==> config.mk <==
export PLATFORM = sky130hd
export DESIGN_NAME = framed_packet_receiver
export DESIGN_NICKNAME = d
export VERILOG_FILES = /design/src/rtl/fpr_pkg.sv /design/src/rtl/fpr_input_reg.sv /design/src/rtl/fpr_parser.sv /design/src/rtl/fpr_result_reg.sv /design/src/rtl/framed_packet_receiver.sv
export SDC_FILE = /design/constraint.sdc
export NUM_CORES = 1
export LEC_CHECK = 0
export ABC_AREA = 1
export BUFFER_PORTS_ARGS = -buffer_cell sky130_fd_sc_hd__buf_4
export CORE_ASPECT_RATIO = 0.7
export CORE_MARGIN = 3
export CORE_UTILIZATION = 50
export DETAILED_ROUTE_END_ITERATION = 7
export PLACE_DENSITY = 0.67
export SLEW_MARGIN = 20
export SYNTH_ARGS = -nofsm -noshare
export SYNTH_HDL_FRONTEND = slang
export SYNTH_SLANG_ARGS = --single-unit
==> constraint.sdc <==
create_clock -name clk -period 5.4 [get_ports clk]
set_input_delay 1.08 -clock clk [delete_from_list [all_inputs] [get_ports clk]]
set_output_delay 1.08 -clock clk [all_outputs]
set_load 0.01 [all_outputs]
==> src/rtl/fpr_pkg.sv <==
// Shared constants and types for the framed packet receiver.
package fpr_pkg;

    // One past the largest accepted payload length; a length byte at or above it means empty.
    localparam int unsigned MAX_PAYLOAD = 60;

    // Payload counters never exceed MAX_PAYLOAD-1.
    localparam int unsigned SEEN_W = $clog2(MAX_PAYLOAD);
    // Frame index reaches at most 4 + (MAX_PAYLOAD-1).
    localparam int unsigned IDX_W  = $clog2(MAX_PAYLOAD + 4);

    localparam logic [7:0]  START_BYTE = 8'h2A;  // '*'
    localparam logic [7:0]  END_BYTE   = 8'h23;  // '#'
    localparam logic [15:0] SUM_WEIGHT = 16'd87;

    // Frame indices whose bytes hold the program header fields.
    localparam logic [IDX_W-1:0] FIELD_FIRST = IDX_W'(3);
    localparam logic [IDX_W-1:0] FIELD_LAST  = IDX_W'(6);

    // Parser phases, one-hot.
    typedef enum logic [4:0] {
        PH_WAIT   = 5'b00001,
        PH_LEN    = 5'b00010,
        PH_PAY    = 5'b00100,
        PH_CHK_HI = 5'b01000,
        PH_END    = 5'b10000
    } phase_t;

    // What the parser hands to the result register for one byte.
    typedef struct packed {
        logic        hit;
        logic [15:0] block_number;
        logic [15:0] block_count;
    } result_t;

endpackage

==> src/rtl/fpr_input_reg.sv <==
// Input register: holds one received byte until the parser takes it.
module fpr_input_reg (
    input  logic       clk,
    input  logic       rst_n,
    input  logic       rx_valid,
    output logic       rx_stall,
    input  logic [7:0] rx_byte,
    input  logic       advance,
    output logic       byte_valid,
    output logic [7:0] byte_data
);

    logic       valid_reg;
    logic       valid_next;
    logic [7:0] data_reg;
    logic       accept;

    // Stall only while a byte is held and the parser cannot move.
    assign rx_stall = valid_reg && !advance;
    assign accept   = rx_valid && !rx_stall;

    always_comb
    begin
        if (accept)
            valid_next = 1'b1;
        else if (advance)
            valid_next = 1'b0;
        else
            valid_next = valid_reg;
    end

    always_ff @(posedge clk or negedge rst_n)
    begin
        if (!rst_n)
            valid_reg <= 1'b0;
        else
            valid_reg <= valid_next;
    end

    always_ff @(posedge clk)
    begin
        if (accept)
            data_reg <= rx_byte;
    end

    assign byte_valid = valid_reg;
    assign byte_data  = data_reg;

endmodule

==> src/rtl/fpr_parser.sv <==
// Frame parser: phase, payload counters, running checksum and header bytes.
module fpr_parser (
    input  logic                 clk,
    input  logic                 rst_n,
    input  logic                 step,
    input  logic [7:0]           rx_data,
    output fpr_pkg::result_t     result
);

    fpr_pkg::phase_t                 phase_reg, phase_next;
    logic [fpr_pkg::SEEN_W-1:0]      len_reg, len_next;
    logic [fpr_pkg::SEEN_W-1:0]      seen_reg, seen_next;
    logic [15:0]                     sum_reg, sum_next;
    logic [7:0]                      chk_low_reg, chk_low_next;
    logic [7:0]                      field_reg [4];
    logic [7:0]                      field_next [4];

    logic [2:0]                      phase_num;
    logic [fpr_pkg::IDX_W-1:0]       frame_idx;
    logic [fpr_pkg::IDX_W-1:0]       field_off;
    logic [15:0]                     weighted;
    logic                            hit;

    // Numeric phase for the frame index.
    always_comb
    begin
        unique case (phase_reg)
            fpr_pkg::PH_WAIT:   phase_num = 3'd0;
            fpr_pkg::PH_LEN:    phase_num = 3'd1;
            fpr_pkg::PH_PAY:    phase_num = 3'd2;
            fpr_pkg::PH_CHK_HI: phase_num = 3'd3;
            fpr_pkg::PH_END:    phase_num = 3'd4;
            default:            phase_num = 3'd0;
        endcase
    end

    assign frame_idx = fpr_pkg::IDX_W'(phase_num) + fpr_pkg::IDX_W'(seen_reg);
    assign field_off = frame_idx - fpr_pkg::FIELD_FIRST;
    assign weighted  = 16'({8'h00, rx_data} * fpr_pkg::SUM_WEIGHT);

    // Record the byte when it sits at a header position.
    always_comb
    begin
        for (int i = 0; i < 4; i++)
            field_next[i] = field_reg[i];
        if (frame_idx >= fpr_pkg::FIELD_FIRST && frame_idx <= fpr_pkg::FIELD_LAST)
            field_next[field_off[1:0]] = rx_data;
    end

    // Phase sequencing and checksum.
    always_comb
    begin
        phase_next   = phase_reg;
        len_next     = len_reg;
        seen_next    = seen_reg;
        sum_next     = sum_reg;
        chk_low_next = chk_low_reg;
        hit          = 1'b0;
        unique case (phase_reg)
            fpr_pkg::PH_WAIT:
            begin
                if (rx_data == fpr_pkg::START_BYTE)
                begin
                    sum_next   = weighted;
                    phase_next = fpr_pkg::PH_LEN;
                end
            end
            fpr_pkg::PH_LEN:
            begin
                // Oversized length still enters the checksum, payload is empty
                if ({1'b0, rx_data} >= 9'(fpr_pkg::MAX_PAYLOAD))
                    len_next = '0;
                else
                    len_next = rx_data[fpr_pkg::SEEN_W-1:0];
                seen_next  = '0;
                sum_next   = sum_reg + weighted;
                phase_next = fpr_pkg::PH_PAY;
            end
            fpr_pkg::PH_PAY:
            begin
                if (len_reg > seen_reg)
                begin
                    seen_next = seen_reg + fpr_pkg::SEEN_W'(1);
                    sum_next  = sum_reg + weighted;
                end
                else
                begin
                    chk_low_next = rx_data;
                    phase_next   = fpr_pkg::PH_CHK_HI;
                end
            end
            fpr_pkg::PH_CHK_HI:
            begin
                // A matching checksum leaves zero
                sum_next   = sum_reg ^ {rx_data, chk_low_reg};
                phase_next = fpr_pkg::PH_END;
            end
            fpr_pkg::PH_END:
            begin
                hit        = (rx_data == fpr_pkg::END_BYTE) && (sum_reg == 16'h0000);
                seen_next  = '0;
                phase_next = fpr_pkg::PH_WAIT;
            end
            default:
            begin
                seen_next  = '0;
                phase_next = fpr_pkg::PH_WAIT;
            end
        endcase
    end

    assign result.hit          = hit;
    assign result.block_number = {field_next[1], field_next[0]};
    assign result.block_count  = {field_next[3], field_next[2]};

    always_ff @(posedge clk or negedge rst_n)
    begin
        if (!rst_n)
        begin
            phase_reg   <= fpr_pkg::PH_WAIT;
            len_reg     <= '0;
            seen_reg    <= '0;
            sum_reg     <= '0;
            chk_low_reg <= '0;
            for (int i = 0; i < 4; i++)
                field_reg[i] <= '0;
        end
        else if (step)
        begin
            phase_reg   <= phase_next;
            len_reg     <= len_next;
            seen_reg    <= seen_next;
            sum_reg     <= sum_next;
            chk_low_reg <= chk_low_next;
            for (int i = 0; i < 4; i++)
                field_reg[i] <= field_next[i];
        end
    end

endmodule

==> src/rtl/fpr_result_reg.sv <==
// Result register: holds one decoded header until the receiver takes it.
module fpr_result_reg (
    input  logic             clk,
    input  logic             rst_n,
    input  logic             byte_valid,
    input  fpr_pkg::result_t result,
    output logic             advance,
    output logic             res_valid,
    input  logic             res_stall,
    output logic [15:0]      block_number,
    output logic [15:0]      block_count
);

    logic        valid_reg;
    logic        valid_next;
    logic [15:0] number_reg;
    logic [15:0] count_reg;
    logic        load;

    // Parser moves whenever the result slot is empty or being drained.
    assign advance = !valid_reg || !res_stall;
    assign load    = advance && byte_valid;

    always_comb
    begin
        if (load)
            valid_next = result.hit;
        else if (advance)
            valid_next = 1'b0;
        else
            valid_next = valid_reg;
    end

    always_ff @(posedge clk or negedge rst_n)
    begin
        if (!rst_n)
            valid_reg <= 1'b0;
        else
            valid_reg <= valid_next;
    end

    always_ff @(posedge clk)
    begin
        if (load && result.hit)
        begin
            number_reg <= result.block_number;
            count_reg  <= result.block_count;
        end
    end

    assign res_valid    = valid_reg;
    assign block_number = number_reg;
    assign block_count  = count_reg;

endmodule

==> src/rtl/framed_packet_receiver.sv <==
// Top level of the framed packet receiver.
//
// Input channel rx_valid/rx_stall/rx_byte carries one received byte per
// transfer. Frames are '*', a length byte, the payload, a checksum (low byte
// first) and '#'. The result channel res_valid/res_stall carries one transfer
// per good frame: block_number and block_count from the program header.
// A byte held in the input register is parsed as the result register loads,
// so a result shows on res_valid once the closing '#' has been parsed.
// Throughput: one byte per cycle; the parser state update is a weighted add
// and compare per byte between the input register and the result register.
// When res_stall holds a pending result, parsing pauses; one more byte is
// held in the input register and rx_stall rises after that.
// Reset (rst_n low, asynchronous) returns the parser to waiting for a start
// byte, clears the checksum, counters and header bytes, and empties both
// registers.
module framed_packet_receiver (
    input  logic        clk,
    input  logic        rst_n,
    input  logic        rx_valid,
    output logic        rx_stall,
    input  logic [7:0]  rx_byte,
    output logic        res_valid,
    input  logic        res_stall,
    output logic [15:0] block_number,
    output logic [15:0] block_count
);

    logic             advance;
    logic             byte_valid;
    logic [7:0]       byte_data;
    fpr_pkg::result_t result;

    fpr_input_reg u_input (
        .clk        (clk),
        .rst_n      (rst_n),
        .rx_valid   (rx_valid),
        .rx_stall   (rx_stall),
        .rx_byte    (rx_byte),
        .advance    (advance),
        .byte_valid (byte_valid),
        .byte_data  (byte_data)
    );

    fpr_parser u_parser (
        .clk     (clk),
        .rst_n   (rst_n),
        .step    (byte_valid && advance),
        .rx_data (byte_data),
        .result  (result)
    );

    fpr_result_reg u_result (
        .clk          (clk),
        .rst_n        (rst_n),
        .byte_valid   (byte_valid),
        .result       (result),
        .advance      (advance),
        .res_valid    (res_valid),
        .res_stall    (res_stall),
        .block_number (block_number),
        .block_count  (block_count)
    );

endmodule

After elaboration in Yosys (flattened, before gate mapping)
Index checks and enable logic that the tools add are counted.
{ "classes": {"shifts": 0, "div_mod_pow": 0, "add_sub_neg": 4, "muxes": 18, "n_bitwise": 4, "mul": 1, "reduce_logical": 22, "magnitude_cmp": 6, "eq_ne": 10} }
{ "ops": {"columns": ["cell", "n"], "rows": [
  ["16-bit case mux with 4 select lines", 1],
  ["32-bit bitwise mux", 1],
  ["16-bit two-way mux", 2],
  ["32-bit two-way mux", 1],
  ["5-bit case mux with 4 select lines", 1],
  ["16-bit by 15-bit adder with 16-bit output", 1],
  ["8-bit demux with 2-bit select", 1],
  ["8-bit by 6-bit == test with 1-bit output (second input constant)", 2],
  ["16-bit zero test", 1],
  ["16-bit XOR", 1],
  ["8-bit by 7-bit multiplier with 15-bit output (second input constant)", 1],
  ["6-bit two-way mux", 2],
  ["3-bit case mux with 4 select lines", 1],
  ["6-bit case mux with 2 select lines", 1],
  ["5-bit two-way mux", 2],
  ["3-bit AND reduction", 3],
  ["8-bit by 6-bit >= comparator with 1-bit output (second input constant)", 1],
  ["8-bit two-way mux", 1],
  ["1-bit logical AND", 7],
  ["3-bit by 6-bit adder with 6-bit output", 1],
  ["6-bit by 1-bit adder with 6-bit output (second input constant)", 1],
  ["6-bit by 2-bit >= comparator with 1-bit output (second input constant)", 1],
  ["6-bit greater-than comparator", 1],
  ["6-bit by 3-bit less-or-equal comparator with 1-bit output (second input constant)", 1],
  ["20 further kinds", 29]
]} }
{ "totals": {"out_inout_bits": 34, "ramBits": 0, "memories": 0, "word_cells": 79, "regBits": 115, "inputBits": 12, "mem_bits_ro": 0, "latchBits": 0} }

Longest topological paths before layout
Gate-level depths: netlist (run 1).
{ "depth": {"ltp_word": 11, "mapped_depth": 30, "ltp_nobuf": 30} }

Hierarchy
A second synthesis (run 1) with hierarchy kept.
{ "hier_totals": {"hier_cells": 1105, "hier_area_um2": 8414.3} }
{ "modules_own_cells": {"columns": ["module", "seq_area_each_um2", "cells_per_inst", "instances", "area_each_um2"], "rows": [
  ["fpr_parser", 1828.0, 1050, 1, 7099.3],
  ["fpr_result_reg", 985.9, 38, 1, 1009.7],
  ["fpr_input_reg", 265.3, 15, 1, 297.8],
  ["framed_packet_receiver", 0.0, 2, 1, 7.5]
]} }

Worst setup path after synthesis (run 1)
No wires, ideal clock.
{ "synth_timing": {"path_kind": "register to register", "start": "reg u_input.data_reg[3], in the netlist u_input.byte_data[3]", "end": "reg u_parser.sum_reg[13]", "path_stages_with_launch": 29, "setup_slack_ps": 817, "arrival_time_ps": 4471, "n_path_buf": 0, "required_ps": 5287, "period_less_slack_ps": 4583, "setup_ps": 113, "cell_sequence": "edfxtp_1 -> ha_1 -> inv_1 -> fa_1 -> inv_1 -> fa_1 -> inv_1 -> fa_1 -> inv_1 -> ha_1 -> nand2_1 -> inv_1 -> nand2_1 -> nand2_1 -> nand2_1 -> nand4_1 -> and2_1 -> ha_1 -> nand2_1 -> nor2_1 -> inv_1 -> nor2_1 -> nand2_1 -> nand2_1 -> nand2_1 -> nand3_1 -> nand3_1 -> nand2_1 -> inv_1"} }
{ "synth_via": {"elab_chain_len": 4, "word_cells_on_any_way": 8, "classes_between": "add/sub: 1; mul: 1; eq/ne: 2; mux: 3; reduce/logical: 1"} }
{ "synth_rtl": {"columns": ["item", "line_no", "rtl"], "rows": [
  ["from (decl)", "fpr_input_reg.sv:15", "logic [7:0] data_reg;"],
  ["from (signal assigned)", "fpr_input_reg.sv:43", "data_reg <= rx_byte;"],
  ["8-bit by 7-bit multiplier with 15-bit output", "fpr_parser.sv:39", "assign weighted = 16'({8'h00, rx_data} * fpr_pkg::SUM_WEIGHT);"],
  ["16-bit by 15-bit adder with 16-bit output", "fpr_parser.sv:76, fpr_parser.sv:84", null],
  ["16-bit two-way mux", "fpr_parser.sv:81", "if (len_reg > seen_reg)"],
  ["16-bit case mux with 4 select lines", "fpr_parser.sv:59", "unique case (phase_reg)"],
  ["to (signal assigned)", "fpr_parser.sv:133", "sum_reg <= sum_next;"],
  ["to (decl)", "fpr_parser.sv:13", "logic [15:0] sum_reg, sum_next;"]
]} }
Parallel ways exist; a longest one is shown, timed or not. The select of a mux whose other input is x is not followed.
A chain may end at the register's enable or synchronous reset.

Worst setup path after layout (run 1)
{ "layout_timing": {"start": "reg u_input.data_reg[4], in the netlist u_input.byte_data[4]", "end": "reg u_parser.sum_reg[14]"} }
Same word-level chain as after synthesis.

==> results of run 1 <==
-- worst max-delay path, cell delays in order, from the launching register on --
cell and delay (ns):
edfxtp_1 0.51, buf_4 0.22, ha_1 0.29, ha_1 0.29, inv_1 0.06, fa_1 0.50
fa_1 0.52, inv_1 0.05, ha_1 0.37, nand2_1 0.14, nor2_1 0.16, nand2_1 0.07
nand2_1 0.08, xor2_1 0.27, ha_1 0.36, nand2_1 0.12, inv_1 0.07, nand2_1 0.07
nand2_1 0.08, a21oi_1 0.20, nand3_1 0.10, nand3_1 0.10, nand3_1 0.11, nand2_1 0.07
inv_1 0.03
-- layer usage --
metal / share of wire / up-vias / track usage
li1: - / 3664 / -
met1: 0.52 / 3342 / 0.395
met2: 0.39 / 220 / 0.343
met3: 0.076 / 20 / 0.0560
met4: 0.011 / 0 / 0.0550
met5: 0 / - / 0
-- final timing paths --
check | from | end | slack (ns) | cells past startpoint
max in group asynchronous | rst_n | u_parser.field_reg[18]$_DFFE_PN0P_ | 3.80 | 2
max reg2reg | u_input.byte_data[4]$_DFFE_PP_ | u_parser.sum_reg[14]$_DFFE_PN0P_ | 0.48 | 24
min reg2reg | u_parser.len_reg[2]$_DFFE_PN0P_ | u_parser.len_reg[2]$_DFFE_PN0P_ | 0.48 | 2
min | u_parser.len_reg[2]$_DFFE_PN0P_ | u_parser.len_reg[2]$_DFFE_PN0P_ | 0.48 | 2
min in group asynchronous | rst_n | u_parser.sum_reg[3]$_DFFE_PN0P_ | 0.56 | 1
max | u_input.byte_data[4]$_DFFE_PP_ | u_parser.sum_reg[14]$_DFFE_PN0P_ | 0.48 | 24
-- Yosys cell counts, types with 2 or more instances --
master and instances:
o22ai_1 3, nor2_2 4, inv_2 3, nor4_1 5, buf_2 9, inv_1 161
nor2_1 71, mux2_2 8, a21oi_1 22, nor3_1 6, nand2_2 3, and2_1 14
nor2_4 2, or2_1 6, dfrtp_1 74, buf_1 2, edfxtp_1 40, xnor2_1 14
clkbuf_1 8, nand3b_1 3, nand2_1 304, o21ai_1 2, a31oi_1 24, xor2_1 8
o21ai_0 38, nand3_2 2, nand4_1 11, or2_2 4, fa_1 16, o31ai_1 3
a21oi_2 2, ha_1 75, nand3_1 115, buf_4 3, o21a_1 8
-- cell families after synthesis --
logic type | Yosys count | synth area share
xor+xnor | 24 | 0.0269
compound gates | 104 | 0.0710
buf+inv | 187 | 0.0873
flops | 115 | 0.367
mux | 8 | 0.0107
simple gates | 552 | 0.287
fa+ha+maj | 91 | 0.150
-- power groups by stage --
stage	Clock, mW	Sequential, mW	Combinational, mW
final	1.16	1.41	3.95
after global routing	1.22	1.44	4.53
after CTS	1.17	1.41	3.89
after detailed placement	0	1.42	3.86
after global placement	0	1.42	3.83
after floorplan	0	1.35	3.05
-- stage by stage --
step | hold WS (ns) | util | total power, mW
2_1_floorplan | 0.454 | - | 4.40
3_3_place_gp | 0.475 | 0.564 | 5.24
3_5_place_dp | 0.470 | 0.564 | 5.28
4_1_cts | 0.486 | 0.601 | 6.47
5_1_grt | 0.506 | 0.603 | 7.19
6_report | 0.484 | 0.603 | 6.52
-- final cells by class --
class / instances / share of cell area
multi-input combinational: 779 / 0.476
sequential: 115 / 0.320
inverter: 164 / 0.0639
timing repair buffer: 65 / 0.0507
clock buffer: 19 / 0.0450
tap: 220 / 0.0286
clock inverter: 13 / 0.0166
-- what timing repair did --
item,in CTS,in global routing
buffers inserted,0,3
hold buffers,0,0
setup endpoints to repair,0,2
gates resized for setup,0,0
==> metrics.md, run 1 <==
| Metric | Value |
|---|---|
| EDFF count, synth | `40` |
| Sequential element share of the synthesized area | `0.367` |
| Die W | `161 um` |
| Ys Warns | `0` |
| Vias in the first global route | `~6800` |
| Seq pwr share | `0.216` |
| Placed Instances | `around 1300` |
| Antenna violations before repair | `0` |
| Max-slew headroom | `0.450` |
| Largest net degree at the start of global routing | `between 60 and 70` |
| Max reg flops | `32` |
| Combinational fraction of design power | `0.605` |
| Max-Cap Viols | `0` |
| Arrival @ worst endpoint | `~5.2 ns` |
| Top_reg_cell synth | `dfrtp_1` |
| Post-Layout Cell Count | `1375` |
| Die area | `about 18000 sq um` |
| Routed wire per std cell | `around 16 um` |
| Unrepaired setup endpoints after global routing | `false` |
| Die H | `between 100 and 150 um` |
| Final ANT Viol Nets | `0` |
| Vias per inst | `roughly 5.3` |
| CTS tree | `done` |
| HP Class | `register to register` |
| Worst Setup End Kind | `register` |
| Tightest Pin Transition | `between 0.8 and 0.9 ns` |
| Nets | `1245` |
| Area of the multi-input gates | `around 4600 sq um` |
| FF+latch count, synth | `around 120` |
| Commonest non-fill, non-tap cell in the layout | `nand2_1` |
| Top cell type's share of synthesized area | `0.221` |
| Final period util | `0.911` |
| Gr ovfl total | `0` |
| Ys async rst share | `0.652` |
| Crit Path Max Fanout | `5` |
| RePlAce Congestion | `0.904` |
| Clk Latency, worst-skew pair | `~0.42 ns` |
| Layout Skew | `~0.01 ns` |
| Diode count | `0` |
| PortBufs | `between 40 and 50` |
| Clock Tree Buf Depth | `2` |
| Fraction of layout instances using a drive strength above 1 | `0.111` |
| Switching power | `3.20 mW` |
| Status | `completed` |
| F_max | `~200 MHz` |
| Area contributors post-synth | `dfrtp_1, edfxtp_1, nand2_1` |
| Vias | `7246` |
| Critical path class | `register to register` |
| DRT Pass-1 Iters | `6` |
| Reg clk slew, reported paths | `approximately 0.06 ns` |
| Mapped Nets | `1184` |
| Detailed placement HPWL | `approximately 16000 um` |
| Row cnt | `38` |
| Final setup viols | `0` |
| Fin Setup TNS | `0 ns` |
| Syn Std Cell Area | `between 8000 and 9000 sq um` |
| Post-synth cell types | `43` |
| Synth area leader | `dfrtp_1` |
| Global-route wire length before repair | `35600 um` |
| Pwr/cell area | `677 nW/um^2` |
| Most frequent cells in the layout | `nand2_1, inv_1, nand3_1` |
| Int Power | `3.33 mW` |
| Hold Vio Cnt, Final | `0` |
| Gr usage total | `0.249` |
| Switch share | `0.490` |
| WP data required | `5.72 ns` |
| Initial core utilization | `0.525` |
| P_leak | `4.88 nW` |
| Fin. max-slew vios | `0` |
| Routed WL | `21600 um` |
| Iter 0 DRT Violations | `between 600 and 700` |
| TritonCTS Buffers | `17` |
| Startpoint Class | `register` |
| FF/Latch Area | `approximately 3100 sq um` |
| I/O pin count | `between 40 and 50` |
| Maximum vdd drop | `roughly 0.29 mV` |
| Layout area overhead | `14.8%` |
| Core footprint | `around 16000 sq um` |
| Final min period | `just under 5 ns` |
| CTS sink count | `~120` |
| Mean post-synth cell area | `roughly 7.8 sq um` |
| Fin area | `~9600 sq um` |
| Mapped Cells | `around 1100` |
| Root buf cell | `clkbuf_16` |
| Post-Place Setup Slack | `about 0.36 ns` |
| Clock network fraction of design power | `0.178` |
| PnR worst setup slack | `approximately 0.48 ns` |
| DR DRC count | `0` |
| Filler cell count | `1439` |
| CTS H-tree depth | `4` |
| Dpl cell area | `9010 sq um` |
(Power assumes the default switching activity.)
==> run 2, diff against run 1 <==
- CTS_BUF_LIST: unset -> sky130_fd_sc_hd__clkbuf_4 sky130_fd_sc_hd__clkbuf_8
- HOLD_SLACK_MARGIN: unset -> 0.06
- clock period: 5.4 -> 5.2 ns (I/O delays scaled with it)
==> metrics.md, run 2 (same netlist as run 1, synthesis figures left out) <==
| Metric | Value |
|---|---|
| Status | `completed` |
| Clock Tree Buf Depth | `2` |
| Vias in the first global route | `roughly 6500` |
| Root buf cell | `clkbuf_8` |
| Gr ovfl total | `0` |
| Slowest-stage cell, CP | `fa_1` |
| P_leak | `about 4.8 nW` |
| Fin area | `9530 sq um` |
| Tightest Pin Transition | `around 0.79 ns` |
| Max-slew headroom | `0.473` |
| Combinational fraction of design power | `0.632` |
| Reg clk slew, reported paths | `0.07 ns` |
| Worst Setup End Kind | `register` |
| Iter 0 DRT Violations | `around 670` |
| Switching power | `roughly 3.3 mW` |
| Pwr/cell area | `~690 nW/um^2` |
| Most frequent cells in the layout | `nand2_1, inv_1, nand3_1` |
| Startpoint Class | `register` |
| # hold bufs at CTS | `0` |
| Fin Setup TNS | `0 ns` |
| Core footprint | `approximately 16000 sq um` |
| TritonCTS Buffers | `17` |
| Unrepaired setup endpoints after global routing | `false` |
| Filler cell count | `between 1000 and 1500` |
| Diode count | `0` |
| Vias per inst | `~5.3` |
| F_max | `between 200 and 250 MHz` |
| DRT Pass-1 Iters | `5` |
| Final core utilization | `0.597` |
| Crit Path Max Fanout | `5` |
| Final period util | `0.932` |
| Max reg flops | `32` |
| Initial core utilization | `0.525` |
| CP delay by family, top | `adder cells` |
| Clock network fraction of design power | `0.145` |
| Fraction of layout instances using a drive strength above 1 | `0.121` |
| Routed wire per std cell | `between 15 and 20 um` |
| Switch share | `0.501` |
| RePlAce Congestion | `about 0.9` |
| Max-Cap Viols | `0` |
| I/O pin count | `46` |
| DR DRC count | `0` |
| Nets | `about 1200` |
| Seq pwr share | `0.223` |
| Die H | `between 100 and 150 um` |
| Final min period | `around 4.8 ns` |
| Routed WL | `about 21000 um` |
| Antenna violations before repair | `0` |
| Largest stage delay on the critical path | `about 0.53 ns` |
| Die area | `around 18000 sq um` |
| Final ANT Viol Nets | `0` |
| CTS sink count | `approximately 120` |
| Global-route wire length before repair | `about 35000 um` |
| Layout area overhead | `13.7%` |
| HP Class | `register to register` |
| Clk Latency, worst-skew pair | `0.45 ns` |
| CTS tree | `done` |
| Post-CTS Setup Repair Bufs | `0` |
| Vias | `about 7200` |
| Arrival @ worst endpoint | `between 5 and 6 ns` |
| Int Power | `between 3 and 4 mW` |
| Fin. max-slew vios | `0` |
| PnR worst setup slack | `0.353 ns` |
| PortBufs | `45` |
| Gr usage total | `0.241` |
| Commonest non-fill, non-tap cell in the layout | `nand2_1` |
| CTS H-tree depth | `4` |
| Die W | `around 160 um` |
| Final setup viols | `0` |
| Largest net degree at the start of global routing | `76` |
| Post-Place Setup Slack | `slightly above 0.3 ns` |
| WP data required | `5.55 ns` |
| Hold Vio Cnt, Final | `0` |
| Post-CTS Resized | `0` |
| Detailed placement HPWL | `~16000 um` |
| Row cnt | `38` |
| Layout Skew | `between 0.015 and 0.02 ns` |
| Critical path class | `register to register` |
| Maximum vdd drop | `between 0.2 and 0.3 mV` |
| CP dominant cell by count | `inv_1` |
| Dpl cell area | `between 9000 and 10000 sq um` |
| Worst path bufs/invs | `8` |
-- run 2: changes by cell type in the layout (fill, tap and decap cells not counted), sizes merged --
| cell | delta |
|---|---|
| buf | +1 |
| bufinv | +1 |
| clkinvlp | -1 |
-- run 2: through the flow --
stage                     hold slack [ns]  cells  power [mW]
after global placement              0.478   1343        5.45
after floorplan                     0.454   1081        4.57
final                               0.500   1376        6.54
after global routing                0.530   1376        7.23
after detailed placement            0.475   1343        5.47
after CTS                           0.494   1375        6.44
-- run 2: area by class of cell --
class | count | area, sq um | area share
Tap cell | 220 | 275 | 0.0289
Inverter | 164 | 616 | 0.0646
Clock inverter | 13 | 184 | 0.0193
Sequential cell | 115 | 3080 | 0.323
Clock buffer | 19 | 249 | 0.0261
Timing Repair Buffer | 66 | 515 | 0.0541
Multi-Input combinational cell | 779 | 4610 | 0.484
-- run 2: power by group through the flow --
stage	clock network [mW]	logic, mW	registers [mW]
final	0.946	4.14	1.46
after global placement	0	3.99	1.46
after CTS	0.954	4.03	1.45
after global routing	0.997	4.74	1.49
after floorplan	0	3.16	1.41
after detailed placement	0	4.00	1.47
-- run 2: tightest hold or removal path, delay by kind of cell, from the launching register on --
kind | cells | cell delay, ns
flip-flops | 1 | 0.35
AND/OR/NAND/NOR | 2 | 0.12
-- run 2: per-layer routing --
metal,track usage,vias up,share of wire
li1,-,3635,-
met1,0.388,3333,0.51
met2,0.324,242,0.40
met3,0.0510,20,0.077
met4,0.0590,0,0.011
met5,0,-,0
-- run 2: final timing paths --
path	slack, ns	cells past startpoint	endpoint	startpoint
max reg2reg	0.35	27	u_parser.sum_reg[14]$_DFFE_PN0P_	u_input.byte_data[1]$_DFFE_PP_
min	0.50	2	u_parser.len_reg[2]$_DFFE_PN0P_	u_parser.len_reg[2]$_DFFE_PN0P_
min in group asynchronous	0.52	1	u_parser.sum_reg[5]$_DFFE_PN0P_	rst_n
max	0.35	27	u_parser.sum_reg[14]$_DFFE_PN0P_	u_input.byte_data[1]$_DFFE_PP_
min reg2reg	0.50	2	u_parser.len_reg[2]$_DFFE_PN0P_	u_parser.len_reg[2]$_DFFE_PN0P_
max in group asynchronous	4.05	2	u_parser.phase_reg[0]$_DFFE_PN1P_	rst_n
==> run 3, diff against run 2 <==
- MAX_ROUTING_LAYER: unset -> met4
==> metrics.md, run 3 (same netlist as run 1, synthesis figures left out) <==
| Metric | Value |
|---|---|
| Area of the multi-input gates | `approximately 4600 sq um` |
| Max reg flops | `32` |
| Hold Vio Cnt, Final | `0` |
| Clock Tree Buf Depth | `2` |
| Vias per inst | `between 5 and 6` |
| Startpoint Class | `register` |
| Iter 0 DRT Violations | `just over 700` |
| Maximum vdd drop | `~0.33 mV` |
| Dpl cell area | `9040 sq um` |
| Critical path class | `register to register` |
| Arrival @ worst endpoint | `about 5.3 ns` |
| Final setup viols | `0` |
| Routed length on met2 | `roughly 8400 um` |
| Nets | `around 1200` |
| Routed WL | `roughly 21000 um` |
| Filler cell count | `around 1500` |
| Fin. max-slew vios | `0` |
| Routed wl met3 | `1460 um` |
| Fraction of layout instances using a drive strength above 1 | `0.115` |
| Die area | `about 18000 sq um` |
| Final period util | `0.953` |
| Layout Skew | `around 0.015 ns` |
| Commonest non-fill, non-tap cell in the layout | `nand2_1` |
| FF/Latch Area | `~3100 sq um` |
| Detailed placement HPWL | `16200 um` |
| Vias | `7205` |
| Gr ovfl total | `0` |
| PortBufs | `45` |
| WP data required | `5.54 ns` |
| Root buf cell | `clkbuf_8` |
| CTS sink count | `~120` |
| Die W | `roughly 160 um` |
| Layout area overhead | `13.5%` |
| Core footprint | `16000 sq um` |
| RePlAce Congestion | `approximately 0.9` |
| CTS tree | `done` |
| Fin Setup TNS | `0 ns` |
| Top Layer Used | `met4` |
| TritonCTS Buffers | `17` |
| I/O pin count | `46` |
| Final ANT Viol Nets | `0` |
| Die H | `around 110 um` |
| Largest net degree at the start of global routing | `69` |
| P_leak | `4.83 nW` |
| Antenna violations before repair | `0` |
| CTS H-tree depth | `4` |
| Diode count | `0` |
| Vias in the first global route | `roughly 6600` |
| Routed wire per std cell | `approximately 16 um` |
| Reg clk slew, reported paths | `approximately 0.08 ns` |
| Post-CTS Setup Repair Bufs | `0` |
| Wl on met1 | `11300 um` |
| HP Class | `input pin to asynchronous set/reset pin` |
| Row cnt | `38` |
| Worst Setup End Kind | `register` |
| Initial core utilization | `0.525` |
| Unrepaired setup endpoints after global routing | `true` |
| Max-slew headroom | `0.402` |
| Tightest Pin Transition | `roughly 0.90 ns` |
| Clk Latency, worst-skew pair | `0.44 ns` |
| Fin area | `9520 sq um` |
| Max-Cap Viols | `0` |
| Gr usage total | `0.247` |
| DRT Pass-1 Iters | `6` |
| Status | `completed` |
| Final min period | `just under 5 ns` |
| DR DRC count | `0` |
| Pwr/cell area | `slightly below 700 nW/um^2` |
| Tot Pwr | `roughly 6.6 mW` |
| Crit Path Max Fanout | `5` |
| Global-route wire length before repair | `roughly 35000 um` |
| Most frequent cells in the layout | `nand2_1, inv_1, nand3_1` |
| F_max | `202 MHz` |
[run 3: layer usage]
metal  vias to the layer above  global-route usage
met2                       209               0.321
met1                      3342               0.391
met5                         -                   -
li1                       3634                   -
met3                        20              0.0463
met4                         0              0.0573
[run 3: final cells by class]
type	instances	area share
multi-input cells	779	0.482
well taps	220	0.0289
clock inverters	14	0.0238
clock buffers	18	0.0254
repair buffers	65	0.0513
inverters	164	0.0647
flip-flops and latches	115	0.324
[run 3: final timing paths]
path	depth (start not counted)	endpoint	start	slack, ns
setup / recovery	27	u_parser.sum_reg[13]$_DFFE_PN0P_	u_input.byte_data[1]$_DFFE_PP_	0.24
setup reg to reg	27	u_parser.sum_reg[13]$_DFFE_PN0P_	u_input.byte_data[1]$_DFFE_PP_	0.24
max in group asynchronous	2	u_parser.field_reg[22]$_DFFE_PN0P_	rst_n	3.64
hold / removal	1	u_parser.sum_reg[5]$_DFFE_PN0P_	rst_n	0.43
min in group clk	2	u_parser.len_reg[2]$_DFFE_PN0P_	u_parser.len_reg[2]$_DFFE_PN0P_	0.50
hold reg to reg	2	u_parser.len_reg[2]$_DFFE_PN0P_	u_parser.len_reg[2]$_DFFE_PN0P_	0.50
[run 3: per-stage QoR]
| step | utilization | setup slack [ns] | cells | hold slack, ns |
|---|---|---|---|---|
| floorplan | - | 0.617 | 1081 | 0.454 |
| global placement | 0.566 | 0.282 | 1343 | 0.476 |
| detailed placement | 0.566 | 0.294 | 1343 | 0.480 |
| CTS | 0.595 | 0.280 | 1375 | 0.410 |
| global route | 0.596 | -0.000464 | 1375 | 0.414 |
| finish | 0.596 | 0.244 | 1375 | 0.430 |
[run 3: where the power goes]
group	switching (mW)	internal [mW]
Clock	0.416	0.584
Sequential	0.227	1.23
Combinational	2.68	1.48
[run 3: critical path, stage by stage, from the launching register on]
cell,delay [ns]
edfxtp_1,0.40
ha_1,0.29
inv_1,0.05
fa_1,0.53
inv_1,0.05
fa_1,0.53
inv_1,0.05
fa_1,0.50
inv_1,0.04
ha_1,0.35
nand2_1,0.16
inv_1,0.05
nand2_1,0.06
nand2_1,0.08
nor2_1,0.11
nand2_1,0.09
and2_1,0.18
ha_1,0.34
nand2_1,0.13
inv_1,0.06
nand2_1,0.06
nand2_1,0.10
a21oi_1,0.22
nand3_1,0.11
nand3_1,0.11
nand3_1,0.09
nand2_1,0.06
inv_1,0.04
[run 3: timing repair]
| item | in CTS | in global routing |
|---|---|---|
| resized for setup | 0 | 3 |
| hold buffers | 0 | 0 |
| setup endpoints to repair | 0 | 3 |
| endpoints found under the hold margin | 0 | 0 |
